$ cat config.mk
export PLATFORM = sky130hd
export DESIGN_NAME = auto_range_scaler_flat
export DESIGN_NICKNAME = d
export VERILOG_FILES = /design/src/ars_pkg.sv /design/src/ars_in_if.sv /design/src/ars_out_if.sv /design/src/auto_range_scaler.sv /design/src/ars_muldiv.sv /design/src/flat_wrapper.sv
export SDC_FILE = /design/constraint.sdc
export NUM_CORES = 1
export LEC_CHECK = 0
export BUFFER_PORTS_ARGS = -buffer_cell sky130_fd_sc_hd__buf_2
export CORE_ASPECT_RATIO = 1.5
export CORE_MARGIN = 2
export CORE_UTILIZATION = 65
export CTS_BUF_LIST = sky130_fd_sc_hd__clkbuf_16
export DETAILED_ROUTE_END_ITERATION = 12
export PLACE_DENSITY_LB_ADDON = 0.08
export RECOVER_POWER = 50
export SETUP_SLACK_MARGIN = 0.4
export SYNTH_ARGS = -nofsm -noshare
export SYNTH_HDL_FRONTEND = slang
export SYNTH_SLANG_ARGS = --single-unit
$ cat constraint.sdc
create_clock -name i_clk -period 10.7 [get_ports i_clk]
set_input_delay 1.07 -clock i_clk [delete_from_list [all_inputs] [get_ports i_clk]]
set_output_delay 1.07 -clock i_clk [all_outputs]
set_load 0.02 [all_outputs]
$ cat src/ars_pkg.sv
// shared constants, codes and control types for the auto range scaler
`default_nettype none

package ars_pkg;

    // default sample width, signed Q1.22 at 24 bits
    localparam int SAMPLE_BITS_DEF = 24;

    // configuration port
    localparam int CFG_IDX_BITS = 2;

    typedef enum logic [CFG_IDX_BITS-1:0] {
        REG_USE_SIGNAL_BOUNDS = 2'd0,
        REG_OUT_LOW           = 2'd1,
        REG_OUT_HIGH          = 2'd2
    } t_reg_idx;

    // request action codes
    localparam int ACTION_BITS = 2;

    typedef enum logic [ACTION_BITS-1:0] {
        ACT_SAMPLE = 2'd0,
        ACT_CLEAR  = 2'd1,
        ACT_PRESET = 2'd2
    } t_action;

    // control into the multiply-divide unit
    typedef struct packed {
        logic start;
    } t_md_ctrl;

    // status out of the multiply-divide unit
    typedef struct packed {
        logic busy;
        logic done;
    } t_md_stat;

endpackage

`default_nettype wire

$ cat src/ars_in_if.sv
// request channel: action, sample, per-request bounds and preset values
`default_nettype none

interface ars_in_if #(
    parameter int SAMPLE_BITS = ars_pkg::SAMPLE_BITS_DEF
);
    logic                                valid;
    logic                                ready;
    logic [ars_pkg::ACTION_BITS-1:0]     action;
    logic signed [SAMPLE_BITS-1:0]       sample;
    logic signed [SAMPLE_BITS-1:0]       bound_low;
    logic signed [SAMPLE_BITS-1:0]       bound_high;
    logic signed [SAMPLE_BITS-1:0]       preset_min;
    logic signed [SAMPLE_BITS-1:0]       preset_max;

    modport source (
        output valid, action, sample, bound_low, bound_high, preset_min, preset_max,
        input  ready
    );

    modport sink (
        input  valid, action, sample, bound_low, bound_high, preset_min, preset_max,
        output ready
    );
endinterface

`default_nettype wire

$ cat src/ars_out_if.sv
// result channel: scaled sample and sorted tracked range
`default_nettype none

interface ars_out_if #(
    parameter int SAMPLE_BITS = ars_pkg::SAMPLE_BITS_DEF
);
    logic                          valid;
    logic                          ready;
    logic signed [SAMPLE_BITS-1:0] scaled;
    logic signed [SAMPLE_BITS-1:0] range_lower;
    logic signed [SAMPLE_BITS-1:0] range_upper;

    modport source (
        output valid, scaled, range_lower, range_upper,
        input  ready
    );

    modport sink (
        input  valid, scaled, range_lower, range_upper,
        output ready
    );
endinterface

`default_nettype wire

$ cat src/auto_range_scaler.sv
// auto range scaler top level: min/max tracking, bound selection and output mapping
//
//  channel   dir   handshake      contents
//  i_req     in    valid/ready    action, sample, bound_low/high, preset_min/max
//  o_res     out   valid/ready    scaled, range_lower, range_upper
//  i_cfg_*   in    write enable   use_signal_bounds, out_low, out_high
//
// A sample request goes from accept to the result register through setup,
// SAMPLE_BITS + 1 multiply-divide steps, done and hand-over. A zero input range
// skips the unit, going from setup to hand-over; clear and preset go straight to it.
// One request in flight; i_req.ready is high while idle, also while a result
// waits in o_res. A stalled result holds the block in its hand-over cycle.
// Reset is synchronous, active low, and clears tracking and configuration.
`default_nettype none

module auto_range_scaler #(
    parameter int SAMPLE_BITS = ars_pkg::SAMPLE_BITS_DEF
) (
    input  wire                               i_clk,
    input  wire                               i_rst_n,
    input  wire                               i_cfg_we,
    input  wire  [ars_pkg::CFG_IDX_BITS-1:0]  i_cfg_idx,
    input  wire  [SAMPLE_BITS-1:0]            i_cfg_data,
    ars_in_if.sink                            i_req,
    ars_out_if.source                         o_res
);

    localparam int MD_BITS  = SAMPLE_BITS + 1;
    localparam int SUM_BITS = SAMPLE_BITS + 2;
    localparam logic signed [SAMPLE_BITS-1:0] OUT_HIGH_RESET =
        SAMPLE_BITS'(1) << (SAMPLE_BITS - 2);
    localparam logic signed [SUM_BITS-1:0] SAT_TOP = SUM_BITS'((64'd1 << (SAMPLE_BITS - 1)) - 1);
    localparam logic signed [SUM_BITS-1:0] SAT_BOT = -SAT_TOP - SUM_BITS'(1);

    typedef enum logic [3:0] {
        ST_IDLE   = 4'b0001,
        ST_SETUP  = 4'b0010,
        ST_CALC   = 4'b0100,
        ST_FINISH = 4'b1000
    } t_state;

    t_state r_state, n_state;

    // configuration registers
    logic                          r_use_sb;
    logic signed [SAMPLE_BITS-1:0] r_out_low;
    logic signed [SAMPLE_BITS-1:0] r_out_high;

    // tracking state
    logic signed [SAMPLE_BITS-1:0] r_min, n_min;
    logic signed [SAMPLE_BITS-1:0] r_max, n_max;
    logic                          r_seeded, n_seeded;

    // per-request working registers
    logic signed [SAMPLE_BITS-1:0] r_smp;
    logic signed [SAMPLE_BITS-1:0] r_lo;
    logic signed [SAMPLE_BITS-1:0] r_hi;
    logic signed [SAMPLE_BITS-1:0] r_base;
    logic                          r_is_sample, n_is_sample;
    logic                          r_zero, n_zero;

    // result register
    logic                          r_out_valid, n_out_valid;
    logic signed [SAMPLE_BITS-1:0] r_scaled;
    logic signed [SAMPLE_BITS-1:0] r_lower;
    logic signed [SAMPLE_BITS-1:0] r_upper;

    logic                          w_accept;
    logic                          w_seed;
    logic signed [SAMPLE_BITS-1:0] w_min0, w_max0;
    logic signed [SAMPLE_BITS-1:0] w_lo_sel, w_hi_sel;
    logic                          w_ordered;
    logic signed [MD_BITS-1:0]     w_ri_s, w_d_s, w_ro_s;
    logic [MD_BITS-1:0]            w_ri, w_d, w_ro;
    logic signed [SUM_BITS-1:0]    w_sum;
    logic signed [SAMPLE_BITS-1:0] w_sat;
    logic                          w_load_out;
    ars_pkg::t_md_ctrl             w_md_ctrl;
    ars_pkg::t_md_stat             w_md_stat;
    logic [MD_BITS-1:0]            w_md_q;

    assign w_accept    = i_req.valid && i_req.ready;
    assign i_req.ready = (r_state == ST_IDLE);

    // configuration writes, unknown indexes ignored
    always_ff @(posedge i_clk) begin
        if (!i_rst_n) begin
            r_use_sb   <= 1'b0;
            r_out_low  <= '0;
            r_out_high <= OUT_HIGH_RESET;
        end else if (i_cfg_we) begin
            case (i_cfg_idx)
                ars_pkg::REG_USE_SIGNAL_BOUNDS: r_use_sb   <= i_cfg_data[0];
                ars_pkg::REG_OUT_LOW:           r_out_low  <= i_cfg_data;
                ars_pkg::REG_OUT_HIGH:          r_out_high <= i_cfg_data;
                default: begin
                end
            endcase
        end
    end

    // seeding and extreme update on accept
    always_comb begin
        w_seed   = !r_seeded && (r_min == r_max);
        w_min0   = w_seed ? i_req.sample : r_min;
        w_max0   = w_seed ? i_req.sample : r_max;
        w_lo_sel = r_use_sb ? i_req.bound_low  : r_out_low;
        w_hi_sel = r_use_sb ? i_req.bound_high : r_out_high;
        n_min    = r_min;
        n_max    = r_max;
        n_seeded = r_seeded;
        if (w_accept) begin
            case (i_req.action)
                ars_pkg::ACT_SAMPLE: begin
                    n_seeded = r_seeded | w_seed;
                    n_min    = (i_req.sample < w_min0) ? i_req.sample : w_min0;
                    n_max    = (i_req.sample > w_max0) ? i_req.sample : w_max0;
                end
                ars_pkg::ACT_CLEAR: begin
                    n_min    = '0;
                    n_max    = '0;
                    n_seeded = 1'b0;
                end
                ars_pkg::ACT_PRESET: begin
                    n_min = i_req.preset_min;
                    n_max = i_req.preset_max;
                end
                default: begin
                end
            endcase
        end
    end

    // operand magnitudes; after a sample update min <= sample <= max
    always_comb begin
        w_ordered = (r_lo <= r_hi);
        w_ri_s    = MD_BITS'(r_max) - MD_BITS'(r_min);
        w_d_s     = w_ordered ? (MD_BITS'(r_smp) - MD_BITS'(r_min))
                              : (MD_BITS'(r_max) - MD_BITS'(r_smp));
        w_ro_s    = w_ordered ? (MD_BITS'(r_hi) - MD_BITS'(r_lo))
                              : (MD_BITS'(r_lo) - MD_BITS'(r_hi));
        w_ri      = w_ri_s;
        w_d       = w_d_s;
        w_ro      = w_ro_s;
    end

    assign w_md_ctrl.start = (r_state == ST_SETUP) && (w_ri != '0);

    ars_muldiv #(
        .MD_BITS (MD_BITS)
    ) u_muldiv (
        .i_clk   (i_clk),
        .i_rst_n (i_rst_n),
        .i_ctrl  (w_md_ctrl),
        .i_d     (w_d),
        .i_ri    (w_ri),
        .i_ro    (w_ro),
        .o_stat  (w_md_stat),
        .o_q     (w_md_q)
    );

    // quotient plus base bound, saturated
    always_comb begin
        w_sum = (r_zero ? SUM_BITS'(0) : SUM_BITS'({1'b0, w_md_q})) + SUM_BITS'(r_base);
        if (w_sum > SAT_TOP) begin
            w_sat = SAT_TOP[SAMPLE_BITS-1:0];
        end else if (w_sum < SAT_BOT) begin
            w_sat = SAT_BOT[SAMPLE_BITS-1:0];
        end else begin
            w_sat = w_sum[SAMPLE_BITS-1:0];
        end
    end

    // sequencer
    always_comb begin
        n_state     = r_state;
        n_is_sample = r_is_sample;
        n_zero      = r_zero;
        n_out_valid = r_out_valid;
        w_load_out  = 1'b0;
        if (o_res.valid && o_res.ready) begin
            n_out_valid = 1'b0;
        end
        case (r_state)
            ST_IDLE: begin
                if (w_accept) begin
                    n_is_sample = (i_req.action == ars_pkg::ACT_SAMPLE);
                    n_zero      = 1'b1;
                    n_state     = (i_req.action == ars_pkg::ACT_SAMPLE) ? ST_SETUP
                                                                       : ST_FINISH;
                end
            end
            ST_SETUP: begin
                n_zero  = (w_ri == '0);
                n_state = (w_ri == '0) ? ST_FINISH : ST_CALC;
            end
            ST_CALC: begin
                if (w_md_stat.done) begin
                    n_state = ST_FINISH;
                end
            end
            ST_FINISH: begin
                if (!r_out_valid || o_res.ready) begin
                    w_load_out  = 1'b1;
                    n_out_valid = 1'b1;
                    n_state     = ST_IDLE;
                end
            end
            default: begin
                n_state = ST_IDLE;
            end
        endcase
    end

    // control registers
    always_ff @(posedge i_clk) begin
        if (!i_rst_n) begin
            r_state     <= ST_IDLE;
            r_min       <= '0;
            r_max       <= '0;
            r_seeded    <= 1'b0;
            r_out_valid <= 1'b0;
            r_is_sample <= 1'b0;
            r_zero      <= 1'b1;
        end else begin
            r_state     <= n_state;
            r_min       <= n_min;
            r_max       <= n_max;
            r_seeded    <= n_seeded;
            r_out_valid <= n_out_valid;
            r_is_sample <= n_is_sample;
            r_zero      <= n_zero;
        end
    end

    // request payload capture
    always_ff @(posedge i_clk) begin
        if (w_accept) begin
            r_smp  <= i_req.sample;
            r_lo   <= w_lo_sel;
            r_hi   <= w_hi_sel;
            r_base <= (w_lo_sel <= w_hi_sel) ? w_lo_sel : w_hi_sel;
        end
    end

    // result payload capture with sorted range
    always_ff @(posedge i_clk) begin
        if (w_load_out) begin
            r_scaled <= r_is_sample ? w_sat : '0;
            r_lower  <= (r_min <= r_max) ? r_min : r_max;
            r_upper  <= (r_min <= r_max) ? r_max : r_min;
        end
    end

    assign o_res.valid       = r_out_valid;
    assign o_res.scaled      = r_scaled;
    assign o_res.range_lower = r_lower;
    assign o_res.range_upper = r_upper;

endmodule

`default_nettype wire

$ cat src/ars_muldiv.sv
// iterative floor(d * ro / ri) unit, one multiplier bit per cycle, d <= ri
`default_nettype none

module ars_muldiv #(
    parameter int MD_BITS = ars_pkg::SAMPLE_BITS_DEF + 1
) (
    input  wire                    i_clk,
    input  wire                    i_rst_n,
    input  wire ars_pkg::t_md_ctrl i_ctrl,
    input  wire  [MD_BITS-1:0]     i_d,
    input  wire  [MD_BITS-1:0]     i_ri,
    input  wire  [MD_BITS-1:0]     i_ro,
    output ars_pkg::t_md_stat      o_stat,
    output logic [MD_BITS-1:0]     o_q
);

    localparam int CNT_BITS = (MD_BITS > 1) ? $clog2(MD_BITS) : 1;
    localparam int EXT_BITS = MD_BITS + 2;

    logic                r_busy, n_busy;
    logic                r_done, n_done;
    logic [CNT_BITS-1:0] r_cnt,  n_cnt;
    logic [MD_BITS-1:0]  r_b,    n_b;
    logic [MD_BITS-1:0]  r_ar,   n_ar;
    logic                r_aq,   n_aq;
    logic [MD_BITS-1:0]  r_c,    n_c;
    logic [MD_BITS-1:0]  r_q,    n_q;
    logic [MD_BITS-1:0]  r_rem,  n_rem;

    logic                w_bit;
    logic [EXT_BITS-1:0] w_r1;
    logic [EXT_BITS-1:0] w_b1;
    logic [EXT_BITS-1:0] w_b2;
    logic [EXT_BITS-1:0] w_sub;
    logic [1:0]          w_k;

    // one step: r = 2r + bit*ar, then reduce by 0, b or 2b
    always_comb begin
        w_bit = r_c[MD_BITS-1];
        w_r1  = {1'b0, r_rem, 1'b0} + {2'b00, (w_bit ? r_ar : {MD_BITS{1'b0}})};
        w_b1  = {2'b00, r_b};
        w_b2  = {1'b0, r_b, 1'b0};
        if (w_r1 >= w_b2) begin
            w_k   = 2'd2;
            w_sub = w_r1 - w_b2;
        end else if (w_r1 >= w_b1) begin
            w_k   = 2'd1;
            w_sub = w_r1 - w_b1;
        end else begin
            w_k   = 2'd0;
            w_sub = w_r1;
        end
    end

    // sequencer and datapath next state
    always_comb begin
        n_busy = r_busy;
        n_done = 1'b0;
        n_cnt  = r_cnt;
        n_b    = r_b;
        n_ar   = r_ar;
        n_aq   = r_aq;
        n_c    = r_c;
        n_q    = r_q;
        n_rem  = r_rem;
        if (i_ctrl.start && !r_busy) begin
            n_busy = 1'b1;
            n_cnt  = '0;
            n_b    = i_ri;
            n_aq   = (i_d == i_ri);
            n_ar   = (i_d == i_ri) ? {MD_BITS{1'b0}} : i_d;
            n_c    = i_ro;
            n_q    = '0;
            n_rem  = '0;
        end else if (r_busy) begin
            n_c   = {r_c[MD_BITS-2:0], 1'b0};
            n_q   = {r_q[MD_BITS-2:0], 1'b0} + MD_BITS'(w_bit & r_aq) + MD_BITS'(w_k);
            n_rem = w_sub[MD_BITS-1:0];
            n_cnt = r_cnt + CNT_BITS'(1);
            if (r_cnt == CNT_BITS'(MD_BITS - 1)) begin
                n_busy = 1'b0;
                n_done = 1'b1;
            end
        end
    end

    // control registers
    always_ff @(posedge i_clk) begin
        if (!i_rst_n) begin
            r_busy <= 1'b0;
            r_done <= 1'b0;
            r_cnt  <= '0;
        end else begin
            r_busy <= n_busy;
            r_done <= n_done;
            r_cnt  <= n_cnt;
        end
    end

    // datapath registers
    always_ff @(posedge i_clk) begin
        r_b   <= n_b;
        r_ar  <= n_ar;
        r_aq  <= n_aq;
        r_c   <= n_c;
        r_q   <= n_q;
        r_rem <= n_rem;
    end

    assign o_stat.busy = r_busy;
    assign o_stat.done = r_done;
    assign o_q         = r_q;

endmodule

`default_nettype wire
$ cat src/flat_wrapper.sv
// flat-port wrapper written by rule: the top's interface ports become plain ports
module auto_range_scaler_flat 
#(
    parameter int SAMPLE_BITS = ars_pkg::SAMPLE_BITS_DEF
)
  (i_clk, i_rst_n, i_cfg_we, i_cfg_idx, i_cfg_data, i_req_valid, i_req_action, i_req_sample, i_req_bound_low, i_req_bound_high, i_req_preset_min, i_req_preset_max, i_req_ready, o_res_valid, o_res_scaled, o_res_range_lower, o_res_range_upper, o_res_ready);
  ars_in_if #(.SAMPLE_BITS(SAMPLE_BITS)) i_req_i ();
  ars_out_if #(.SAMPLE_BITS(SAMPLE_BITS)) o_res_i ();
  input  wire i_clk;
  input  wire i_rst_n;
  input  wire i_cfg_we;
  input  wire  [ars_pkg::CFG_IDX_BITS-1:0] i_cfg_idx;
  input  wire  [SAMPLE_BITS-1:0] i_cfg_data;
  input wire logic [$bits(i_req_i.valid)-1:0] i_req_valid;
  input wire logic [$bits(i_req_i.action)-1:0] i_req_action;
  input wire logic [$bits(i_req_i.sample)-1:0] i_req_sample;
  input wire logic [$bits(i_req_i.bound_low)-1:0] i_req_bound_low;
  input wire logic [$bits(i_req_i.bound_high)-1:0] i_req_bound_high;
  input wire logic [$bits(i_req_i.preset_min)-1:0] i_req_preset_min;
  input wire logic [$bits(i_req_i.preset_max)-1:0] i_req_preset_max;
  output wire logic [$bits(i_req_i.ready)-1:0] i_req_ready;
  output wire logic [$bits(o_res_i.valid)-1:0] o_res_valid;
  output wire logic [$bits(o_res_i.scaled)-1:0] o_res_scaled;
  output wire logic [$bits(o_res_i.range_lower)-1:0] o_res_range_lower;
  output wire logic [$bits(o_res_i.range_upper)-1:0] o_res_range_upper;
  input wire logic [$bits(o_res_i.ready)-1:0] o_res_ready;
  assign i_req_i.valid = i_req_valid;
  assign i_req_i.action = i_req_action;
  assign i_req_i.sample = i_req_sample;
  assign i_req_i.bound_low = i_req_bound_low;
  assign i_req_i.bound_high = i_req_bound_high;
  assign i_req_i.preset_min = i_req_preset_min;
  assign i_req_i.preset_max = i_req_preset_max;
  assign i_req_ready = i_req_i.ready;
  assign o_res_valid = o_res_i.valid;
  assign o_res_scaled = o_res_i.scaled;
  assign o_res_range_lower = o_res_i.range_lower;
  assign o_res_range_upper = o_res_i.range_upper;
  assign o_res_i.ready = o_res_ready;
  auto_range_scaler #(.SAMPLE_BITS(SAMPLE_BITS)) u_core (.i_clk(i_clk), .i_rst_n(i_rst_n), .i_cfg_we(i_cfg_we), .i_cfg_idx(i_cfg_idx), .i_cfg_data(i_cfg_data), .i_req(i_req_i), .o_res(o_res_i));
endmodule
# Word level (Yosys, flattened, before mapping)
# Cells that the tools add are included.
[word_totals]
reg_bits = 406
inputBits = 153
[op_classes]
add_sub_neg = 12
n_eq_ne = 14
reduce_logical = 28
magnitude_cmp = 9
muxes = 41
bitwise = 5
[ops]
columns = ["op", "count"]
rows = [
  ["2-to-1 mux 24 bit", 10],
  ["2-to-1 mux 25 bit", 8],
  ["case mux 24 bit (3 select lines)", 2],
  ["subtractor 24 x 24 -> 25 bit", 5],
  ["<= comparator 24 bit", 3],
  ["subtractor 25 bit", 2],
  ["adder 26 x 25 -> 27 bit", 1],
  [">= comparator 27 x 25 -> 1 bit", 1],
  [">= comparator 27 x 26 -> 1 bit", 1],
  ["adder 26 bit", 1],
  ["greater-than comparator 26 x 24 -> 1 bit (second input constant)", 1],
  ["less-than comparator 26 x 24 -> 1 bit (second input constant)", 1],
  ["adder 25 x 1 -> 25 bit", 1],
  ["adder 25 x 2 -> 25 bit", 1],
  ["equality test 25 bit", 1],
  ["zero test 25 bit", 1],
  ["nonzero test 25 bit", 1],
  ["equality test 24 bit", 1],
  ["greater-than comparator 24 bit", 1],
  ["less-than comparator 24 bit", 1],
  ["2-to-1 mux 23 bit", 1],
  ["2-to-1 mux 4 bit", 5],
  ["case mux 4 bit (4 select lines)", 1],
  ["AND reduction 2 bit", 7],
  ["25 further kinds", 51],
]

# Depth between registers and ports, before layout
# Gate-level depths: netlist (run 1).
[logic_depth]
word_depth = 6
depth_mapped = 30
mapped_depth_nobuf = 28

# Hierarchy
# Synthesis (run 1) repeated with hierarchy kept, for this count alone.
[unflattened]
hier_cells = 3411
area_unflattened_um2 = 31415.1
[modules_own_cells]
columns = ["mod", "n_inst", "cells_per_inst", "area_each_um2"]
rows = [
  ["auto_range_scaler", 1, 2412, 21618.2],
  ["ars_muldiv", 1, 999, 9796.9],
]

# Least setup slack after synthesis (run 1)
# Ideal clock, no wire load.
[synth_timing]
path_type = "input to register"
from = "input port i_req_valid"
to = "register u_core.r_seeded"
cell_stages = 4
slack_ps = 4613
arrival_time_ps = 5980
required_ps = 10593
n_path_buf = 0
path_cell_list = "nand3_1 nor2_1 a31oi_1 a211oi_1"
[synth_between]
elab_chain_len = 2
[synth_lines]
columns = ["item", "line_no", "text"]
rows = [
  ["start: declaration", "flat_wrapper.sv:14", "input wire logic [$bits(i_req_i.valid)-1:0] i_req_valid;"],
  ["logical AND 1 bit", "auto_range_scaler.sv:82", "assign w_accept = i_req.valid && i_req.ready;"],
  ["named net u_core.w_accept", "auto_range_scaler.sv:68", "logic w_accept;"],
  ["AND reduction 2 bit (no line)", "--", ""],
  ["end signal: assignment", "auto_range_scaler.sv:229", "r_seeded <= n_seeded;"],
  ["end: declaration", "auto_range_scaler.sv:52", "logic r_seeded, n_seeded;"],
]
# The timed path passes the listed nets, and every way through them passes these cells.
# A chain may end at the register's enable or synchronous reset.

# Worst setup path in the final report (run 1)
[layout_timing]
from = "register u_core.u_muldiv.r_c[24]"
to = "register u_core.u_muldiv.r_q[16] (netlist: u_core.u_muldiv.o_q[16])"
[layout_between]
elab_chain_len = 6
word_cells_on_any_way = 9
[layout_lines]
columns = ["item", "line_no", "text"]
rows = [
  ["start: declaration", "ars_muldiv.sv:26", "logic [MD_BITS-1:0] r_c, n_c;"],
  ["start signal: assignment", "ars_muldiv.sv:105", "r_c <= n_c;"],
  ["2-to-1 mux 25 bit", "ars_muldiv.sv:40", "w_r1 = {1'b0, r_rem, 1'b0} + {2'b00, (w_bit ? r_ar : {MD_BITS{1'b0}})};"],
  ["adder 26 x 25 -> 27 bit", "ars_muldiv.sv:40", ""],
  [">= comparator 27 x 25 -> 1 bit", "ars_muldiv.sv:46", "end else if (w_r1 >= w_b1) begin"],
  ["2-to-1 mux 1 bit", "ars_muldiv.sv:46", ""],
  ["2-to-1 mux 2 bit", "ars_muldiv.sv:43", "if (w_r1 >= w_b2) begin"],
  ["adder 25 x 2 -> 25 bit (*)", "ars_muldiv.sv:77", "n_q = {r_q[MD_BITS-2:0], 1'b0} + MD_BITS'(w_bit & r_aq) + MD_BITS'(w_k);"],
  ["end signal: assignment", "ars_muldiv.sv:106", "r_q <= n_q;"],
  ["end: declaration", "ars_muldiv.sv:27", "logic [MD_BITS-1:0] r_q, n_q;"],
]
# Mark *: on every way between the ends. The rest lies on a longest branch, timed or not.

==> results.tsv, run 1 <==
stage	metric	value	unit
sta	Max Freq	137	MHz
sta	TNS Setup	0	ns
critical_path	Worst Setup Start Kind	flip-flop	
yosys	Synth area leaders	edfxtp_1 23%, ha_1 12%, dfxtp_1 10%, a21oi_1 4.5%, nand2_1 4.2%	
grt	initial antenna violation count	2	
yosys	Post-Syn Nets	4038	
drt	DRT Wirelength	91400	µm
sta	Tmin final	7.28	ns
critical_path	endpoint type of the worst setup path	flip-flop	
floorplanning	Die ar.	50800	µm²
clock_tree	Clk Latency, worst-skew pair	0.57	ns
cells_and_area	footprint of the multi-input gates	19700	µm²
drt	DRC	0	
sta	final hold vios	0	
floorplanning	initial core utilization	65.5	%
clock_tree	CTS Root Cell	clkbuf_16	
cells_and_area	share of layout cells above drive strength 1	9.27	%
sta	Final Max Tran Viols	323	
grt	GRT Resource Usage Total	35.2	%
critical_path	Worst Path Required	11.20	ns
yosys	mapped cell area	31800	µm²
sta	Least-Margin Pin Slew	4.45	ns
drt	vias per cell	6.38	
clock_tree	CTS Hold Buffers Added	0	
yosys	Seq/Total Area, Yosys	33.2	%
hold_path	hold crit path type	reg -> reg	
drt	Routed Antenna Nets	0	
cells_and_area	P&R area growth vs syn	8.60	%
floorplanning	Core ar.	48600	µm²
grt	vias in the first global route	27400	
clock_tree	Post-CTS Resized	0	
clock_tree	Worst-path clk slew	0.07	ns
critical_path	Worst Path Arrival	7.78	ns
power	static leakage	0.0145	µW
drt	1st-pass router iterations	6	
yosys	Async S/R FF share, synth	0	%
power	Peak VDD IR	0.150	mV
place	Post-DP HPWL	69600	µm
power	cell area power density	187	nW/µm²
clock_tree	H-tree Lvls	2	
grt	first-pass GRT wire length	143000	µm
clock_tree	CTS tree	done	
floorplanning	Ports	227	
status	failing checks	max-capacitance violations, max-slew violations	
floorplanning	Die Ht	275	µm
yosys	Yosys Warn Count	0	
grt	pin count of the biggest net entering global routing	97	
yosys	most common flop cell mapped by yosys	edfxtp_1	
place	GPL Wtd Cong	1.01	
sta	skew final	0.0308	ns
yosys	Yosys cell types	98	
drt	Initial DRC Count	2496	
drt	drt wl/cell	20.8	µm
yosys	register bit count reported by yosys	406	
run	Max-Cap Viols	6	
yosys	Synth Area per Inst	8.90	µm²
place	Post-DP Area	33300	µm²
clock_tree	total CTS buffers	42	
critical_path	R2R depth	26	
sta	Final WS setup	3.42	ns
clock_tree	clock sinks	406	
hold_path	Hold Crit Depth	2	
yosys	top-area cell type share of the netlist area	23.0	%
floorplanning	placement row count	99	
yosys	Post-Synthesis Cells	3575	
grt	global route total overflow	0	
floorplanning	width of the die	185	µm
sta	relative slew slack	-197	%
critical_path	CP max FO	26	
yosys	Post-synth EDFFs	244	
status	status	finished with violations	
cells_and_area	FILL cells	3849	
place	pre-CTS WS	3.50	ns
critical_path	critical path class	reg -> reg	
cells_and_area	cell area after layout	34600	µm²
sta	final setup vio count	0	
clock_tree	Clock Path Buffers	3	
yosys	area leader, netlist	edfxtp_1	
clock_tree	post-CTS setup buffers	0	
cells_and_area	Register Area	10600	µm²
place	PortBufs	226	
sta	RSZ-0062 raised after global routing	false	
cells_and_area	fin nets	4174	
power	Total Power	6470	µW
drt	vias after detailed routing	28100	
sta	fin crit share	68.0	%
sta	Hold Slack	0.450	ns
## per-layer routing
metal	share of wire, %	track usage [%]	vias up
li1	-	-	13300
met1	41	45.0	13400
met2	48	61.3	1171
met3	6.3	3.72	210
met4	4.1	13.5	0
met5	0	0	-
## power by group
| group | switching [µW] | total, µW | internal (µW) | leakage [µW] |
|---|---|---|---|---|
| combinational | 1830 | 3050 | 1210 | 0.0102 |
| sequential | 110 | 1930 | 1820 | 0.00361 |
| clock | 648 | 1500 | 851 | 0.000701 |
| total | 2590 | 6470 | 3880 | 0.0145 |
## cells in the mapped netlist (43+ instances only)
cell type	instances
clkbuf_1	111
nor2b_1	91
a21oi_1	285
nor3_1	43
xor2_1	71
o21ai_0	262
mux2i_1	125
o21a_1	49
inv_1	227
ha_1	300
and2_1	43
a31oi_1	72
nand3_1	51
xnor2_1	119
mux2_2	95
nor2_1	199
dfxtp_1	162
nand2_1	353
a21o_1	117
edfxtp_1	244
## cells by family after synthesis
group / synth area share (%)
multiplexers: 7.52
AO/OA/AOI/OAI: 21.3
flip-flops: 33.2
XOR/XNOR: 5.23
adder cells (fa/ha/maj): 12.4
AND/OR/NAND/NOR: 15.3
buffers and inverters: 4.96
## sequential cells by signal, summed over array words and instances, names as in the netlist, 4 cells and up
signal / count
u_core.o_res.range_lower: 24
u_core.o_res.range_upper: 24
u_core.o_res.scaled: 24
u_core.r_base: 24
u_core.r_hi: 24
u_core.r_lo: 24
u_core.r_max: 24
u_core.r_min: 24
u_core.r_out_high: 24
u_core.r_out_low: 24
u_core.r_smp: 24
u_core.r_state: 4
u_core.u_muldiv.o_q: 25
u_core.u_muldiv.r_ar: 25
u_core.u_muldiv.r_b: 25
u_core.u_muldiv.r_c: 25
u_core.u_muldiv.r_cnt: 5
u_core.u_muldiv.r_rem: 25
## cells in the final DEF (no fill, tap or decap), types with 43 or more instances in the layout
cell type,count
a21o_1,117
a21oi_1,285
a31oi_1,72
and2_1,43
buf_2,128
clkbuf_1,104
clkbuf_16,44
dfxtp_1,162
edfxtp_1,244
ha_1,299
inv_1,233
mux2_2,71
mux2i_1,124
nand2_1,353
nand3_1,51
nor2_1,197
nor2b_1,91
o21a_1,48
o21ai_0,262
xnor2_1,119
xor2_1,71
## cell type report
| cell class | count | share of cell area (%) |
|---|---|---|
| inverter | 229 | 2.49 |
| timing repair buffer | 250 | 3.37 |
| multi-input combinational | 2782 | 57.1 |
| clock inverter | 32 | 0.880 |
| clock buffer | 44 | 3.19 |
| tap | 656 | 2.38 |
| sequential | 406 | 30.6 |
| antenna | 4 | 0.0290 |
## through the flow
step           std cells  util [%]
6_report            4403      71.2
5_1_grt             4401      71.2
4_1_cts             4399      71.5
3_5_place_dp        4323      68.6
3_3_place_gp        4323      68.6
2_1_floorplan       3575         -
## worst max-delay path, cell delays in order (launching register included)
cell	delay, ns
edfxtp_1	0.68
and2_1	0.27
ha_1	0.35
o21a_1	0.17
a211oi_1	0.10
o21a_1	0.23
o21ai_0	0.53
a41oi_1	0.26
a22oi_1	0.50
xor2_1	0.29
ha_1	0.35
a21o_1	0.21
a21o_1	0.18
a21oi_1	0.12
o21ai_0	0.14
a21o_1	0.21
a211o_1	0.31
or4_1	0.41
buf_4	0.26
and2_1	0.25
ha_1	0.24
fa_1	0.42
and2_1	0.27
nand4_1	0.13
xnor2_1	0.12
nand2_1	0.08
o21ai_0	0.10
## final timing paths
check                     startpoint                      end  slack (ns)
max          u_core.u_muldiv.r_c[24]  u_core.u_muldiv.o_q[16]        3.42
min             u_core.r_out_high[0]     u_core.r_out_high[0]        0.45
max reg2reg  u_core.u_muldiv.r_c[24]  u_core.u_muldiv.o_q[16]        3.42
min reg2reg     u_core.r_out_high[0]     u_core.r_out_high[0]        0.45
(Power assumes the default switching activity.)
==> run 2, diff against run 1 <==
--- a/config.mk
+++ b/config.mk
@@ -8,7 +8,7 @@
 export BUFFER_PORTS_ARGS = -buffer_cell sky130_fd_sc_hd__buf_2
 export CORE_ASPECT_RATIO = 1.5
 export CORE_MARGIN = 2
-export CORE_UTILIZATION = 65
+export CORE_UTILIZATION = 56
 export CTS_BUF_LIST = sky130_fd_sc_hd__clkbuf_16
 export DETAILED_ROUTE_END_ITERATION = 12
 export PLACE_DENSITY_LB_ADDON = 0.08
==> constraint.sdc (replaced) <==
create_clock -name i_clk -period 6.5 [get_ports i_clk]
set_input_delay 0.65 -clock i_clk [delete_from_list [all_inputs] [get_ports i_clk]]
set_output_delay 0.65 -clock i_clk [all_outputs]
set_load 0.02 [all_outputs]
==> run 2 against run 1 <==
  * The run still ends with max-capacitance violations, max-slew violations left
  * Sequential share of layout area is 0.54 points lower
  * Non-clock buffer count is 39 higher
  * Die area is 16% higher
  * Critical path type unchanged
  * Largest cell class unchanged
  * Highest routed layer is now met5
==> results.tsv, run 2 (synthesized netlist as in run 1, its figures left out) <==
stage	metric	value	unit
power	cell area power density	311	nW/µm²
cells_and_area	FILL cells	4994	
clock_tree	Clock Path Buffers	3	
floorplanning	Die Ht	296	µm
critical_path	Worst Path Arrival	6.50	ns
place	dpl cells	4462	
power	Total Power	10900	µW
place	PortBufs	226	
grt	initial antenna violation count	1	
drt	1st-pass router iterations	6	
cells_and_area	Core Util, Final	62.3	%
critical_path	CP endpoint	u_core.u_muldiv.o_q[10]	
cells_and_area	fin nets	4213	
sta	Least-Margin Pin Slew	4.29	ns
critical_path	CP max FO	7	
place	GPL Wtd Cong	0.966	
critical_path	crit path from	u_core.u_muldiv.r_c[24]	
place	Post-DP HPWL	73200	µm
drt	DRC	0	
sta	final hold vios	0	
critical_path	critical path's slowest cell	edfxtp_1	
power	static leakage	0.0147	µW
cells_and_area	share of layout cells above drive strength 1	11.3	%
cells_and_area	Final Non-Filler Cells	4546	
clock_tree	H-tree Lvls	2	
sta	fin crit share	92.2	%
floorplanning	Ports	227	
power	Peak VDD IR	0.238	mV
floorplanning	initial core utilization	56.3	%
drt	Routed Antenna Nets	0	
cells_and_area	ANT cells	0	
critical_path	reg2reg end	u_core.u_muldiv.o_q[10]	
status	failing checks	max-capacitance violations, max-slew violations	
critical_path	Worst Setup Start Kind	flip-flop	
drt	vias per cell	6.11	
critical_path	R2R setup slack	0.51	ns
clock_tree	total CTS buffers	42	
cells_and_area	commonest non-fill, non-tap cell in the layout	nand2_1	
drt	drt wl/cell	20.8	µm
grt	pin count of the biggest net entering global routing	97	
floorplanning	Die ar.	58800	µm²
floorplanning	width of the die	199	µm
clock_tree	CTS Root Cell	clkbuf_16	
clock_tree	Clk Latency, worst-skew pair	0.59	ns
critical_path	Max stage delay on crit path	0.46	ns
clock_tree	Worst-path clk slew	0.07	ns
clock_tree	CTS tree	done	
sta	Final Max Tran Viols	305	
sta	relative slew slack	-186	%
status	status	finished with violations	
cells_and_area	Register Area	10600	µm²
sta	RSZ-0062 raised after global routing	false	
floorplanning	placement row count	107	
grt	first-pass GRT wire length	147000	µm
critical_path	Worst Path Required	7.00	ns
sta	skew final	0.0379	ns
critical_path	R2R depth	28	
sta	final setup vio count	0	
critical_path	critical path class	reg -> reg	
critical_path	endpoint type of the worst setup path	flip-flop	
sta	Max Freq	167	MHz
sta	Tmin final	5.99	ns
cells_and_area	commonest non-fill, non-tap cells in the layout	352 x nand2_1, 293 x ha_1, 278 x a21oi_1	
grt	vias in the first global route	27100	
grt	GRT Resource Usage Total	31.6	%
cells_and_area	footprint of the multi-input gates	19900	µm²
clock_tree	CTS Hold Buffers Added	0	
drt	vias after detailed routing	27800	
hold_path	hold crit path type	in -> reg	
run	Max-Cap Viols	6	
critical_path	Critical R2R Launch	u_core.u_muldiv.r_c[24]	
clock_tree	clock sinks	406	
grt	global route total overflow	0	
drt	DRT Wirelength	94600	µm
cells_and_area	P&R area growth vs syn	10.6	%
drt	Initial DRC Count	2075	
floorplanning	Core ar.	56500	µm²
## run 2: cell type report
| type | count | area share, % |
|---|---|---|
| clock inverters | 35 | 1.05 |
| flip-flops and latches | 406 | 30.0 |
| clock buffers | 42 | 2.99 |
| multi-input cells | 2782 | 56.6 |
| well taps | 763 | 2.71 |
| inverters | 229 | 2.44 |
| repair buffers | 289 | 4.16 |
## run 2: critical path: cells and delay by family, from the launching register on
| kind | cells | cell delay [ns] |
|---|---|---|
| AOI/OAI and AO/OA | 12 | 2.33 |
| and+or+nand+nor | 8 | 1.61 |
| adders and majority gates | 5 | 1.18 |
| DFF | 1 | 0.46 |
| xor gates and xnor gates | 2 | 0.23 |
| buffers and inverters | 1 | 0.08 |
## run 2: worst min path at each step
stage               slack (ns)                 endpoint               startpoint  depth (start not counted)
floorplan                 0.42  u_core.u_muldiv.o_q[24]  u_core.u_muldiv.o_q[24]                          2
global placement          0.44  u_core.u_muldiv.o_q[24]  u_core.u_muldiv.o_q[24]                          2
detailed placement        0.45      u_core.r_out_low[3]      u_core.r_out_low[3]                          2
CTS                       0.28          u_core.r_smp[0]          i_req_sample[0]                          1
global route              0.30     u_core.r_out_high[9]            i_cfg_data[9]                          3
finish                    0.31     u_core.r_out_high[9]            i_cfg_data[9]                          3
## run 2: metrics by stage
step	area [µm²]	setup slack, ns	TNS [ns]	hold slack [ns]
CTS	35100	0.413	0	0.284
finish	35200	0.509	0	0.310
detailed placement	33700	-0.109	-0.623	0.446
global placement	33700	-0.0331	-0.109	0.439
floorplan	31800	0.506	0	0.417
global route	35200	0.265	0	0.301
## run 2: what timing repair did
| action | in CTS | in global routing |
|---|---|---|
| setup buffers | 2 | 5 |
| setup endpoints to repair | 23 | 35 |
| cloned | 0 | 0 |
| resized for setup | 12 | 39 |
| pin swaps | 1 | 17 |
## run 2: power by group
group	internal [µW]	switching, µW
Clock	1410	1100
Combinational	2140	3110
Sequential	2990	184
Total	6540	4400
## run 2: layer usage
metal  track usage (%)  vias up  part of all wire, %
met5                 0        -                0.014
met1              41.5    13200                   43
li1                  -    13400                    -
met4              12.5        2                  4.0
met3              3.15      215                  5.3
met2              53.6     1003                   48
